**src/rtl/kott_pkg.sv**
```systemverilog
`default_nettype none

package kott_pkg;

  localparam int unsigned WORD_W = 32;
  localparam int unsigned CFG_W  = 10;

  // Item kinds carried on the input tuser.
  localparam logic [1:0] MODE_SET    = 2'd0;
  localparam logic [1:0] MODE_CANCEL = 2'd1;
  localparam logic [1:0] MODE_TICK   = 2'd2;

  // Configuration register indexes.
  localparam logic CFG_TICK_RATE = 1'b0;
  localparam logic CFG_MIN_DELAY = 1'b1;

  localparam logic [CFG_W-1:0] TICK_RATE_RST = CFG_W'(100);
  localparam logic [CFG_W-1:0] MIN_DELAY_RST = CFG_W'(10);

  // Millisecond to tick conversion: product of a 32-bit delay and a 10-bit rate,
  // divided by 1000 as a shift by three followed by a division by 125. The
  // division by 125 is a multiplication by a rounded-up reciprocal that is exact
  // for every dividend below 2**DIVD_W.
  localparam int unsigned MS_PER_SEC = 1000;
  localparam int unsigned PROD_W     = WORD_W + CFG_W;
  localparam int unsigned MS_SHIFT   = 3;
  localparam int unsigned MS_ODD     = MS_PER_SEC >> MS_SHIFT;
  localparam int unsigned ODD_BITS   = $clog2(MS_ODD);
  localparam int unsigned DIVD_W     = PROD_W - MS_SHIFT;
  localparam int unsigned RECIP_SH   = DIVD_W + ODD_BITS;
  localparam int unsigned RECIP_W    = DIVD_W + 1;
  localparam int unsigned HALF_W     = RECIP_W / 2;
  localparam int unsigned ACC_W      = DIVD_W + RECIP_W;
  localparam int unsigned QUOT_W     = ACC_W - RECIP_SH;
  localparam logic [RECIP_W-1:0] RECIP_ODD =
      RECIP_W'(((64'd1 << RECIP_SH) + 64'(MS_ODD) - 64'd1) / 64'(MS_ODD));

  typedef struct packed {
    logic [WORD_W-1:0] key;
    logic [WORD_W-1:0] param;
    logic [WORD_W-1:0] ctx;
    logic [WORD_W-1:0] ticks;
  } entry_t;

  typedef struct packed {
    logic              status;
    logic [WORD_W-1:0] key;
    logic [WORD_W-1:0] param;
    logic [WORD_W-1:0] ctx;
  } result_t;

endpackage

`default_nettype wire

```
**src/rtl/kott_entry_ram.sv**
```systemverilog
`default_nettype none

module kott_entry_ram #(
  parameter int unsigned DEPTH = 16,
  parameter int unsigned AW    = 4
) (
  input  wire logic              clk_i,
  input  wire logic              wr_en_i,
  input  wire logic [AW-1:0]     wr_addr_i,
  input  wire kott_pkg::entry_t  wr_data_i,
  input  wire logic              rd_en_i,
  input  wire logic [AW-1:0]     rd_addr_i,
  output kott_pkg::entry_t       rd_data_o
);
  import kott_pkg::*;

  entry_t mem_q [DEPTH];
  entry_t rd_q;

  always_ff @(posedge clk_i) begin
    if (wr_en_i) begin
      mem_q[wr_addr_i] <= wr_data_i;
    end
  end

  // Read data holds while no read is issued, so a stalled consumer keeps its entry.
  always_ff @(posedge clk_i) begin
    if (rd_en_i) begin
      rd_q <= mem_q[rd_addr_i];
    end
  end

  assign rd_data_o = rd_q;

endmodule

`default_nettype wire

```
**src/rtl/kott_tick_conv.sv**
```systemverilog
`default_nettype none

module kott_tick_conv (
  input  wire logic        clk_i,
  input  wire logic        rst_ni,
  input  wire logic        start_i,
  input  wire logic [31:0] delay_i,
  input  wire logic [9:0]  rate_i,
  output logic      [31:0] ticks_o,
  output logic             done_o
);
  import kott_pkg::*;

  localparam logic [1:0] CV_IDLE = 2'd0;
  localparam logic [1:0] CV_MUL  = 2'd1;
  localparam logic [1:0] CV_LO   = 2'd2;
  localparam logic [1:0] CV_HI   = 2'd3;

  logic [1:0]               cst_q, cst_d;
  logic [WORD_W-1:0]        a_q;
  logic [CFG_W-1:0]         b_q;
  logic [PROD_W-1:0]        prod;
  logic [DIVD_W-1:0]        divd_q;
  logic [HALF_W-1:0]        recip_half;
  logic [DIVD_W+HALF_W-1:0] part;
  logic [ACC_W-1:0]         acc_q, acc_d;
  logic [QUOT_W-1:0]        quot;

  assign prod = {{CFG_W{1'b0}}, a_q} * {{WORD_W{1'b0}}, b_q};

  // The reciprocal is applied in two halves, low then high, on one multiplier.
  assign recip_half = (cst_q == CV_HI) ? RECIP_ODD[RECIP_W-1:HALF_W] :
                                         RECIP_ODD[HALF_W-1:0];
  assign part = {{HALF_W{1'b0}}, divd_q} * {{DIVD_W{1'b0}}, recip_half};

  always_comb begin
    cst_d = cst_q;
    case (cst_q)
      CV_IDLE: begin
        if (start_i) begin
          cst_d = CV_MUL;
        end
      end
      CV_MUL:  cst_d = CV_LO;
      CV_LO:   cst_d = CV_HI;
      CV_HI:   cst_d = CV_IDLE;
      default: cst_d = CV_IDLE;
    endcase
  end

  always_comb begin
    acc_d = acc_q;
    if (cst_q == CV_LO) begin
      acc_d = {{HALF_W{1'b0}}, part};
    end else if (cst_q == CV_HI) begin
      acc_d = acc_q + {part, {HALF_W{1'b0}}};
    end
  end

  always_ff @(posedge clk_i or negedge rst_ni) begin
    if (!rst_ni) begin
      cst_q <= CV_IDLE;
    end else begin
      cst_q <= cst_d;
    end
  end

  always_ff @(posedge clk_i) begin
    if (start_i && (cst_q == CV_IDLE)) begin
      a_q <= delay_i;
      b_q <= rate_i;
    end
    if (cst_q == CV_MUL) begin
      divd_q <= prod[PROD_W-1:MS_SHIFT];
    end
    acc_q <= acc_d;
  end

  assign quot = acc_q[ACC_W-1:RECIP_SH];

  // A zero quotient counts as one tick; anything beyond 32 bits saturates.
  always_comb begin
    if (quot == '0) begin
      ticks_o = 32'd1;
    end else if (|quot[QUOT_W-1:WORD_W]) begin
      ticks_o = '1;
    end else begin
      ticks_o = quot[WORD_W-1:0];
    end
  end

  assign done_o = (cst_q == CV_IDLE);

endmodule

`default_nettype wire

```
**src/rtl/keyed_one_shot_timer_table.sv**
```systemverilog
`default_nettype none
// Channel   | Handshake                   | Payload
// s_axis    | s_axis_tvalid_i/_tready_o   | tuser: mode; tdata: key, param, context_req, span_ms
// m_axis    | m_axis_tvalid_o/_tready_i   | tuser: status; tdata: fired_key/param/context; tlast
// cfg       | cfg_we_i (no wait)          | cfg_index_i, cfg_data_i
//
// One item is handled at a time. Every cancel or tick item, and every set with a nonzero key
// and delay, walks the entry memory one entry per cycle unless a tick walk stalls. The next
// item can be taken when the walk ends after a cancel or a tick that fires nothing, when the
// entry is written after a set, and when the result has moved to the output after a refused
// set or a firing tick. The tick conversion of a set runs during the walk. An immediate fire
// waits only for a free output, and a dropped item is discarded while idle. Reset clears the
// live bits and the control state; the memory needs no clearing pass. A tick walk pauses
// while a second firing meets a full output register, so a stalled output slows the walk.

module keyed_one_shot_timer_table #(
  parameter int unsigned NUM_ENTRIES = 16
) (
  input  wire logic         clk_i,
  input  wire logic         rst_ni,
  // Input items.
  input  wire logic         s_axis_tvalid_i,
  output logic              s_axis_tready_o,
  input  wire logic [127:0] s_axis_tdata_i,  // key, param, context_req, span_ms
  input  wire logic [1:0]   s_axis_tuser_i,  // mode
  // Result items.
  output logic              m_axis_tvalid_o,
  input  wire logic         m_axis_tready_i,
  output logic      [95:0]  m_axis_tdata_o,  // fired_key, fired_param, fired_context
  output logic      [0:0]   m_axis_tuser_o,  // status
  output logic              m_axis_tlast_o,
  // Configuration writes.
  input  wire logic         cfg_we_i,
  input  wire logic         cfg_index_i,
  input  wire logic [9:0]   cfg_data_i
);
  import kott_pkg::*;

  localparam int unsigned IW = (NUM_ENTRIES > 1) ? $clog2(NUM_ENTRIES) : 1;
  localparam int unsigned CW = $clog2(NUM_ENTRIES + 1);

  // Control states.
  localparam logic [1:0] ST_IDLE  = 2'd0;
  localparam logic [1:0] ST_SCAN  = 2'd1;
  localparam logic [1:0] ST_SETW  = 2'd2;
  localparam logic [1:0] ST_FLUSH = 2'd3;

  logic [CFG_W-1:0] rate_q, min_q;

  logic [1:0]             st_q, st_d;
  logic [1:0]             mode_q;
  logic [WORD_W-1:0]      key_q, param_q, ctx_q;
  logic [CW-1:0]          issue_q, issue_d;
  logic                   dv_q, dv_d;
  logic [IW-1:0]          di_q, di_d;
  logic                   found_q, found_d;
  logic [IW-1:0]          hit_q, hit_d;
  logic [NUM_ENTRIES-1:0] live_q, live_d;
  logic                   pend_v_q, pend_v_d;
  result_t                pend_q, pend_d;
  logic                   out_v_q;
  result_t                out_q;
  logic                   out_last_q;

  logic [1:0]        in_mode;
  logic [WORD_W-1:0] in_key, in_param, in_ctx, in_delay, d_eff;
  logic              accept, out_free, push, push_last;
  logic              conv_start, conv_done;
  logic [WORD_W-1:0] conv_ticks;

  logic              rd_en, wr_en;
  logic [IW-1:0]     rd_addr, wr_addr;
  entry_t            wr_data, rd_entry;

  logic              key_hit, tick_fire, stall, scan_done;
  logic [WORD_W-1:0] t_dec;
  logic              free_ok;
  logic [IW-1:0]     free_idx;

  assign in_mode  = s_axis_tuser_i;
  assign in_key   = s_axis_tdata_i[31:0];
  assign in_param = s_axis_tdata_i[63:32];
  assign in_ctx   = s_axis_tdata_i[95:64];
  assign in_delay = s_axis_tdata_i[127:96];

  assign s_axis_tready_o = (st_q == ST_IDLE);
  assign accept          = s_axis_tvalid_i && s_axis_tready_o;
  assign out_free        = !out_v_q || m_axis_tready_i;

  // Nonzero delays below the floor are raised to it before conversion.
  assign d_eff = (in_delay < {{(WORD_W-CFG_W){1'b0}}, min_q}) ?
                 {{(WORD_W-CFG_W){1'b0}}, min_q} : in_delay;
  assign conv_start = accept && (in_mode == MODE_SET) &&
                      (in_key != '0) && (in_delay != '0);

  kott_tick_conv u_conv (
    .clk_i   (clk_i),
    .rst_ni  (rst_ni),
    .start_i (conv_start),
    .delay_i (d_eff),
    .rate_i  (rate_q),
    .ticks_o (conv_ticks),
    .done_o  (conv_done)
  );

  kott_entry_ram #(
    .DEPTH (NUM_ENTRIES),
    .AW    (IW)
  ) u_ram (
    .clk_i     (clk_i),
    .wr_en_i   (wr_en),
    .wr_addr_i (wr_addr),
    .wr_data_i (wr_data),
    .rd_en_i   (rd_en),
    .rd_addr_i (rd_addr),
    .rd_data_o (rd_entry)
  );

  // Lowest free entry, taken by a set whose key is not in the table.
  always_comb begin
    free_ok  = 1'b0;
    free_idx = '0;
    for (int i = NUM_ENTRIES - 1; i >= 0; i--) begin
      if (!live_q[i]) begin
        free_ok  = 1'b1;
        free_idx = IW'(i);
      end
    end
  end

  // Evaluation of the entry whose read data arrived this cycle.
  assign key_hit   = dv_q && live_q[di_q] && (rd_entry.key == key_q);
  assign t_dec     = (rd_entry.ticks != '0) ? (rd_entry.ticks - 32'd1) : '0;
  assign tick_fire = (st_q == ST_SCAN) && dv_q && live_q[di_q] &&
                     (mode_q == MODE_TICK) && (t_dec == '0);
  // A second firing needs the held result moved out first.
  assign stall     = tick_fire && pend_v_q && !out_free;
  assign scan_done = (issue_q == CW'(NUM_ENTRIES)) && !dv_q;

  always_comb begin
    st_d      = st_q;
    issue_d   = issue_q;
    dv_d      = 1'b0;
    di_d      = di_q;
    found_d   = found_q;
    hit_d     = hit_q;
    live_d    = live_q;
    pend_v_d  = pend_v_q;
    pend_d    = pend_q;
    push      = 1'b0;
    push_last = 1'b0;
    rd_en     = 1'b0;
    rd_addr   = issue_q[IW-1:0];
    wr_en     = 1'b0;
    wr_addr   = di_q;
    wr_data   = '{key: rd_entry.key, param: rd_entry.param, ctx: rd_entry.ctx, ticks: t_dec};

    case (st_q)
      ST_IDLE: begin
        if (accept) begin
          issue_d = '0;
          found_d = 1'b0;
          case (in_mode)
            MODE_SET: begin
              if (in_key != '0) begin
                if (in_delay == '0) begin
                  // Immediate fire: reported at once, table untouched.
                  pend_v_d = 1'b1;
                  pend_d   = '{status: 1'b0, key: in_key, param: in_param, ctx: in_ctx};
                  st_d     = ST_FLUSH;
                end else begin
                  st_d = ST_SCAN;
                end
              end
            end
            MODE_CANCEL: st_d = ST_SCAN;
            MODE_TICK:   st_d = ST_SCAN;
            default:     st_d = ST_IDLE;
          endcase
        end
      end

      ST_SCAN: begin
        dv_d = dv_q;
        if (!stall) begin
          if (issue_q != CW'(NUM_ENTRIES)) begin
            rd_en   = 1'b1;
            issue_d = issue_q + CW'(1);
            dv_d    = 1'b1;
            di_d    = issue_q[IW-1:0];
          end else begin
            dv_d = 1'b0;
          end
        end

        if (dv_q) begin
          case (mode_q)
            MODE_SET: begin
              if (key_hit && !found_q) begin
                found_d = 1'b1;
                hit_d   = di_q;
              end
            end
            MODE_CANCEL: begin
              if (key_hit && !found_q) begin
                found_d      = 1'b1;
                live_d[di_q] = 1'b0;
              end
            end
            MODE_TICK: begin
              if (live_q[di_q]) begin
                if (t_dec == '0) begin
                  if (!stall) begin
                    live_d[di_q] = 1'b0;
                    pend_v_d     = 1'b1;
                    pend_d       = '{status: 1'b0, key: rd_entry.key,
                                     param: rd_entry.param, ctx: rd_entry.ctx};
                    push         = pend_v_q;
                  end
                end else begin
                  wr_en = 1'b1;
                end
              end
            end
            default: ;
          endcase
        end

        if (scan_done) begin
          case (mode_q)
            MODE_SET:  st_d = ST_SETW;
            MODE_TICK: st_d = pend_v_q ? ST_FLUSH : ST_IDLE;
            default:   st_d = ST_IDLE;
          endcase
        end
      end

      ST_SETW: begin
        // Commit once the tick count is ready: rearm, claim, or report full.
        if (conv_done) begin
          wr_data = '{key: key_q, param: param_q, ctx: ctx_q, ticks: conv_ticks};
          if (found_q) begin
            wr_en   = 1'b1;
            wr_addr = hit_q;
            st_d    = ST_IDLE;
          end else if (free_ok) begin
            wr_en            = 1'b1;
            wr_addr          = free_idx;
            live_d[free_idx] = 1'b1;
            st_d             = ST_IDLE;
          end else begin
            pend_v_d = 1'b1;
            pend_d   = '{status: 1'b1, key: key_q, param: param_q, ctx: ctx_q};
            st_d     = ST_FLUSH;
          end
        end
      end

      ST_FLUSH: begin
        if (out_free) begin
          push      = 1'b1;
          push_last = 1'b1;
          pend_v_d  = 1'b0;
          st_d      = ST_IDLE;
        end
      end

      default: st_d = ST_IDLE;
    endcase
  end

  always_ff @(posedge clk_i or negedge rst_ni) begin
    if (!rst_ni) begin
      rate_q   <= TICK_RATE_RST;
      min_q    <= MIN_DELAY_RST;
      st_q     <= ST_IDLE;
      issue_q  <= '0;
      dv_q     <= 1'b0;
      found_q  <= 1'b0;
      live_q   <= '0;
      pend_v_q <= 1'b0;
      out_v_q  <= 1'b0;
    end else begin
      if (cfg_we_i) begin
        case (cfg_index_i)
          CFG_TICK_RATE: rate_q <= cfg_data_i;
          CFG_MIN_DELAY: min_q  <= cfg_data_i;
          default: ;
        endcase
      end
      st_q     <= st_d;
      issue_q  <= issue_d;
      dv_q     <= dv_d;
      found_q  <= found_d;
      live_q   <= live_d;
      pend_v_q <= pend_v_d;
      if (push) begin
        out_v_q <= 1'b1;
      end else if (m_axis_tready_i) begin
        out_v_q <= 1'b0;
      end
    end
  end

  always_ff @(posedge clk_i) begin
    if (accept) begin
      mode_q  <= in_mode;
      key_q   <= in_key;
      param_q <= in_param;
      ctx_q   <= in_ctx;
    end
    di_q   <= di_d;
    hit_q  <= hit_d;
    pend_q <= pend_d;
    if (push) begin
      out_q      <= pend_q;
      out_last_q <= push_last;
    end
  end

  assign m_axis_tvalid_o = out_v_q;
  assign m_axis_tdata_o  = {out_q.ctx, out_q.param, out_q.key};
  assign m_axis_tuser_o  = out_q.status;
  assign m_axis_tlast_o  = out_last_q;

endmodule

`default_nettype wire
```
**config.mk**
```make
export PLATFORM = sky130hd
export DESIGN_NAME = keyed_one_shot_timer_table
export DESIGN_NICKNAME = d
export VERILOG_FILES = /design/src/rtl/kott_pkg.sv /design/src/rtl/kott_entry_ram.sv /design/src/rtl/kott_tick_conv.sv /design/src/rtl/keyed_one_shot_timer_table.sv
export SDC_FILE = /design/constraint.sdc
export NUM_CORES = 2
export LEC_CHECK = 0
export BUFFER_PORTS_ARGS = -buffer_cell sky130_fd_sc_hd__buf_2
export CAP_MARGIN = 5
export CORE_AREA = 2 2 750 752
export DETAILED_ROUTE_END_ITERATION = 16
export DIE_AREA = 0 0 752 754
export GPL_TIMING_DRIVEN = 0
export HOLD_SLACK_MARGIN = 0.15
export SYNTH_ARGS = -nofsm -noshare
export SYNTH_HDL_FRONTEND = slang
export SYNTH_HIERARCHICAL = 1
export SYNTH_SLANG_ARGS = --single-unit
```
**constraint.sdc**
```tcl
create_clock -name clk_i -period 14.38 [get_ports clk_i]
set_input_delay 1.438 -clock clk_i [delete_from_list [all_inputs] [get_ports clk_i]]
set_output_delay 1.438 -clock clk_i [all_outputs]
set_load 0.005 [all_outputs]
```
[Word level (Yosys, flattened, before mapping)]
Memories as Yosys holds them, arrays and structs flattened. A register that Yosys moved wholly into a read port is not among the register bits.
Cells that the tools add are included.
W data, S select, Z words.
Cells by class
  multiplexer cells: 135
  $add $sub $neg: 3
  bitwise gates (word level): 5
  shift operators: 0
  divide/modulo/power cells: 0
  reductions and logical operators: 49
  magnitude comparators: 5
  equality and inequality tests: 38
  $mul: 2
Operators with widths (number)
  $mux W97: 12
  $pmux W97 S3: 1
  $mux W128: 2
  $mux W16: 8
  $mux W59: 2
  $mux W32: 3
  $reduce_bool A32 Y1: 3
  $mux W4: 20
  $add A79 B79 Y79: 1
  $logic_not A32 Y1: 2
  $pmux W16 S2: 2
  $mul A39 B20 Y59: 1
  $mux W1: 58
  $mul A32 B10 Y42: 1
  $logic_not A33 Y1: 1
  $eq A32 B32 Y1: 1
  $lt A32 B10 Y1: 1
  $sub A32 B1 Y32 const B: 1
  $reduce_and A13 Y1: 2
  $mux W2: 10
  $ne A2 B1 Y1 const B: 10
  $mux W19: 1
  $ne A2 B2 Y1 const B: 9
  $logic_and A1 B1 Y1: 17
  other kinds (34): 68
Word-level totals
  bits in writable memories: 2048
  ROM bits: 0
  memories: 1
  latch bits: 0
  register bits after elaboration: 510
  output and inout bits: 100
  input bits: 146
  word-level logic and storage cells: 269
Memory list
  u_ram.mem_q: words 16, width 128, rd ports 1, clocked after memory_dff 1, wr ports 1, line kott_entry_ram.sv:17  | entry_t mem_q [DEPTH];

[Depth between registers and ports, before layout]
  depth after elaboration: 25
  gate-level depth with buffers: 40
  gate-level depth less buffers: 38

[By module]
Netlist, hierarchy kept.
By module, submodules not included
  kott_entry_ram: area each 80835.0 um^2, seq. area each 65342.7 um^2, cells an instance 3352, instances 1
  kott_tick_conv: area each 35853.1 um^2, seq. area each 4023.9 um^2, cells an instance 3778, instances 1
  keyed_one_shot_timer_table: area each 17000.1 um^2, seq. area each 10221.1 um^2, cells an instance 1587, instances 1

[Worst setup path after synthesis]
Ideal clock, no wire load.
  kind: register to register
  from: register u_ram/rd_data_o[10] (netlist name)
  to: memory u_ram/mem_q[0][0] (netlist name), enable pin
  arrival: 11.990 ns
  buffers on the path: 0
  required time: 13.608 ns
  period minus slack after synthesis: 12.762 ns
  cell stages (with the launch flop): 12
  slack: 1.618 ns
  path through: edfxtp_1 > or4_4 > or4_4 > or4_1 > nand4_1 > nor4_2 > a41oi_4 > nor2_1 > o21ai_1 > and2_1 > or3b_2 > nor3_1
On the way
  cells in the longest elaborated chain, start to end: 10
  elaborated cells on any way between the ends: 11
  classes of those cells: 1 x add/sub; 8 x mux; 2 x reduce/logical
RTL lines
  $sub A32 B1 Y32 or $reduce_bool A32 Y1 (tied branches): line keyed_one_shot_timer_table.sv:133  | assign t_dec = (rd_entry.ticks != '0) ? (rd_entry.ticks - 32'd1) : '0;
  $mux W32 *: line keyed_one_shot_timer_table.sv:133
  $logic_not A32 Y1 *: line keyed_one_shot_timer_table.sv:212  | if (t_dec == '0) begin
  $mux W1 *: line keyed_one_shot_timer_table.sv:212
  $mux W1 *: line keyed_one_shot_timer_table.sv:211  | if (live_q[di_q]) begin
  $mux W1 *: line keyed_one_shot_timer_table.sv:197  | case (mode_q)
  $mux W1 *: line keyed_one_shot_timer_table.sv:196  | if (dv_q) begin
  $pmux W1 S2 *: line keyed_one_shot_timer_table.sv:158  | case (st_q)
  net wr_en: line keyed_one_shot_timer_table.sv:71  | logic rd_en, wr_en;
  $mux W1 *: line kott_entry_ram.sv:21  | if (wr_en_i) begin
  $mux W1 (not written as such) *: line kott_entry_ram.sv:22  | mem_q[wr_addr_i] <= wr_data_i;
  end: declaration: line kott_entry_ram.sv:17
The timed path passes the listed nets; every way through them passes the cells marked *.

[Worst setup path in the final report]
  from: register u_conv.cst_q[0]
  to: register u_conv.acc_q[71]
On the way
  cells in the longest elaborated chain, start to end: 4
  elaborated cells on any way between the ends: 5
  classes of those cells: 1 x add/sub; 1 x mul; 2 x eq/ne; 1 x mux
RTL lines
  start: declaration: line kott_tick_conv.sv:19  | logic [1:0] cst_q, cst_d;
  start signal: assignment: line kott_tick_conv.sv:64  | cst_q <= cst_d;
  $eq A2 B2 Y1: line kott_tick_conv.sv:32, kott_tick_conv.sv:55
  $mux W19: line kott_tick_conv.sv:32  | assign recip_half = (cst_q == CV_HI) ? RECIP_ODD[RECIP_W-1:HALF_W] :
  $mul A39 B20 Y59: line kott_tick_conv.sv:34  | assign part = {{HALF_W{1'b0}}, divd_q} * {{DIVD_W{1'b0}}, recip_half};
  $add A79 B79 Y79: line kott_tick_conv.sv:56  | acc_d = acc_q + {part, {HALF_W{1'b0}}};
  end signal: assignment: line kott_tick_conv.sv:76  | acc_q <= acc_d;
  end: declaration: line kott_tick_conv.sv:26  | logic [ACC_W-1:0] acc_q, acc_d;
Parallel ways exist; a longest one is shown, timed or not.
A chain may end at the register's enable or synchronous reset.

==> flow_summary.ini <==
[status]
run_status = finished, final reports clean

[hold_path]
holdPathStages = 0
min_path_type = reg2reg
hp-start = pend_q[44]$_DFFE_PP_
holdPathEnd = m_axis_tdata_o[44]$_DFFE_PP_

[flow_run]
max_cap_viol_count = 0

[timing]
fin_crit_ps = 12090
rsz0062_at_grt = no
slew_headroom = 0.0133
finalCritPeriodShare = 0.841
slew_violations = 0
timing.hold.ws_ps = 377
worst_slew_pin_slew_ps = 1480
clock.fmax_mhz = 82.7
fin_worst_skew_ps = 142
tns_ps = 0
hold_viol = 0
setup_viol = 0

[die]
initial_utilization = 0.239
core-area_mm2 = 0.559
die_h_um = 754
dieArea_mm2 = 0.567
io_pins = 246
rows = 275
die_x_um = 752

[clock_tree]
htree_levels = 5
clk_path_buf_depth = 4
cts_tree = built
ctsResizeCount = 0
clockRootBuffer = clkbuf_16
hold_buffers = 0
clk-insertion-delay-late_ps = 950
cts_made_buffers = 278
clkTransAtPathRegs_ps = 70
clock-sinks = 2665
postCtsSetupBuffers = 0

[drt]
drc = 0
via_count = 80422
drt-vias-per-instance = 4.68
wire_per_inst_um = 24.0
wirelength_um = 412000
antenna_left = 0
first_pass_iters = 8
drt-initial-drc-count = 10341

[critical_path]
r2r_cells = 34
cp_max_fo = 10
timing.rr.start = u_conv/cst_q[0]$_DFFE_PN0P_
required_ps = 15160
crit_arrival_ps = 12870
crit_type = reg2reg
crit_slowest_cell = clkbuf_1
r2r_slack_ps = 2290
slowest_delay_ps = 1030
regToRegEndpoint = u_conv/acc_q[71]$_SDFFE_PP0P_
end_kind = flip-flop
cp-start-kind = flip-flop

[synth]
synth.distinct_cells = 97
yosysTopAreaCell = edfxtp_1
synthTopCellsByCount = edfxtp_1 (2596), inv_1 (829), nand2_1 (767)
yosysMostFrequentCell = edfxtp_1
ys_warn_count = 6
synthFlopType = edfxtp_1
syn_inst = 8717
avgSynthCellArea_um2 = 15.3
synth-edff-count = 2596
ys_ff_latch = 2665
seq_area_frac_synth = 0.595
async_flop_share = 0.0184
synthTopCellsByArea = edfxtp_1 (58%), fa_1 (9.9%), mux4_2 (8.2%)
netlist_area_mm2 = 0.134
yosys.area.top_type_share = 0.583

[global_routing]
grt_pass1_wl_um = 587000
grt_pass1_vias = 79856
grt_antenna_before_repair = 44
grt_use_total = 0.141
grt_max_degree = 66
overflow = 0

[placement]
dp_hpwl_um = 297000
placed_cell_area_mm2 = 0.148
routabilityCongestion = 0.855
portBuffers = 245

[cells_and_area]
area_delta_synth_final_pct = 17.4
drive_gt1_frac = 0.175
fillerInstances = 56012
stdcell_area_mm2 = 0.157
nets = 10756
==> per-stage QoR <==
stage               std cells  worst slack [ps]  utilization
global placement        16476            -11760        0.258
floorplan                8752              1620            -
detailed placement      16684              2550        0.265
global route            17185              1860        0.281
CTS                     17176              2440        0.281
finish                  17200              2290        0.281
==> layout by cell type (no fill, tap or decap), types with 28 or more instances in the layout <==
cell type	instances
a21oi_1	287
nand3_1	53
buf_12	85
conb_1	37
nor3_1	38
nor2_1	252
buf_6	102
mux2_2	98
edfxtp_1	2596
xnor2_1	122
inv_1	827
or2_2	59
mux2i_1	37
a22oi_1	315
clkbuf_1	314
clkinv_2	38
dfrtp_1	44
buf_1	28
a21o_1	110
o21bai_1	33
clkbuf_16	282
mux4_2	485
ha_1	458
buf_2	303
and2_1	198
clkinv_1	60
nand4_1	72
a31oi_1	35
nand2b_1	59
o21ai_0	132
nor2b_1	67
fa_1	663
xor2_1	68
buf_4	35
nor4_1	34
nand2_1	767
==> sequential cells by signal, indices dropped and copies added, names as in the netlist, 2 cells and up <==
| name | cells |
|---|---|
| key_q | 32 |
| u_conv/a_q | 32 |
| u_conv/cst_q | 2 |
| hit_q | 4 |
| di_q | 4 |
| m_axis_tdata_o | 96 |
| ctx_q | 32 |
| param_q | 32 |
| pend_q | 97 |
| issue_q | 5 |
| u_conv/b_q | 10 |
| rate_q | 10 |
| u_conv/acc_q | 58 |
| st_q | 2 |
| u_ram/rd_data_o | 128 |
| min_q | 10 |
| u_ram/mem_q | 2048 |
| mode_q | 2 |
| u_conv/divd_q | 39 |
| live_q | 16 |
==> per-layer routing <==
layer  track usage  part of all wire  vias up
li1              -                 -    33811
met5             0           0.00024        -
met1         0.188              0.39    41685
met4        0.0505             0.041       16
met3        0.0261             0.094      722
met2         0.229              0.47     4188
==> layout make-up <==
| cell class | count | area [µm²] | area share |
|---|---|---|---|
| antenna | 21 | 52.6 | 0.000335 |
| multi-input combinational | 4837 | 49400 | 0.315 |
| sequential | 2665 | 79600 | 0.507 |
| tap | 7479 | 9360 | 0.0596 |
| inverter | 829 | 3120 | 0.0199 |
| clock inverter | 159 | 1520 | 0.00965 |
| clock buffer | 333 | 7260 | 0.0462 |
| buffer | 421 | 1970 | 0.0126 |
| timing repair buffer | 456 | 4660 | 0.0297 |
==> worst max-delay path: cells and delay by family, from the launching register on <==
kind                     cells  cell delay, ps
AO/OA/AOI/OAI                8            2440
XOR/XNOR                     1             490
adder cells (fa/ha/maj)     10            4200
buffers and inverters        6            2150
flip-flops                   1             410
AND/OR/NAND/NOR              9            2310
==> cell families after synthesis <==
| group | after synthesis | share of synthesized area |
|---|---|---|
| XOR/XNOR | 190 | 0.0124 |
| other | 2 | 0.0000562 |
| buffers and inverters | 1250 | 0.0378 |
| adder cells (fa/ha/maj) | 1122 | 0.142 |
| AO/OA/AOI/OAI | 1149 | 0.0581 |
| multiplexers | 620 | 0.0927 |
| flip-flops | 2665 | 0.595 |
| AND/OR/NAND/NOR | 1719 | 0.0613 |
==> worst max path at each step <==
| stage | start | cells past startpoint | slack, ps | to |
|---|---|---|---|---|
| 5_1_grt | u_conv/cst_q[0]$_DFFE_PN0P_ | 33 | 1860 | u_conv/acc_q[73]$_SDFFE_PP0P_ |
| 3_3_place_gp | st_q[1]$_DFFE_PN0P_ | 8 | -11760 | u_ram/mem_q[0][65]$_DFFE_PP_ |
| 6_report | u_conv/cst_q[0]$_DFFE_PN0P_ | 34 | 2290 | u_conv/acc_q[71]$_SDFFE_PP0P_ |
| 2_1_floorplan | u_ram/rd_data_o[10]$_DFFE_PP_ | 11 | 1620 | u_ram/mem_q[0][0]$_DFFE_PP_ |
| 3_5_place_dp | u_conv/cst_q[0]$_DFFE_PN0P_ | 34 | 2550 | u_conv/acc_q[71]$_SDFFE_PP0P_ |
| 4_1_cts | u_conv/cst_q[0]$_DFFE_PN0P_ | 34 | 2440 | u_conv/acc_q[71]$_SDFFE_PP0P_ |
Power is left out: the tool's default activity adds up to more than one toggle a clock period on the data nets, which glitch-free logic cannot reach.
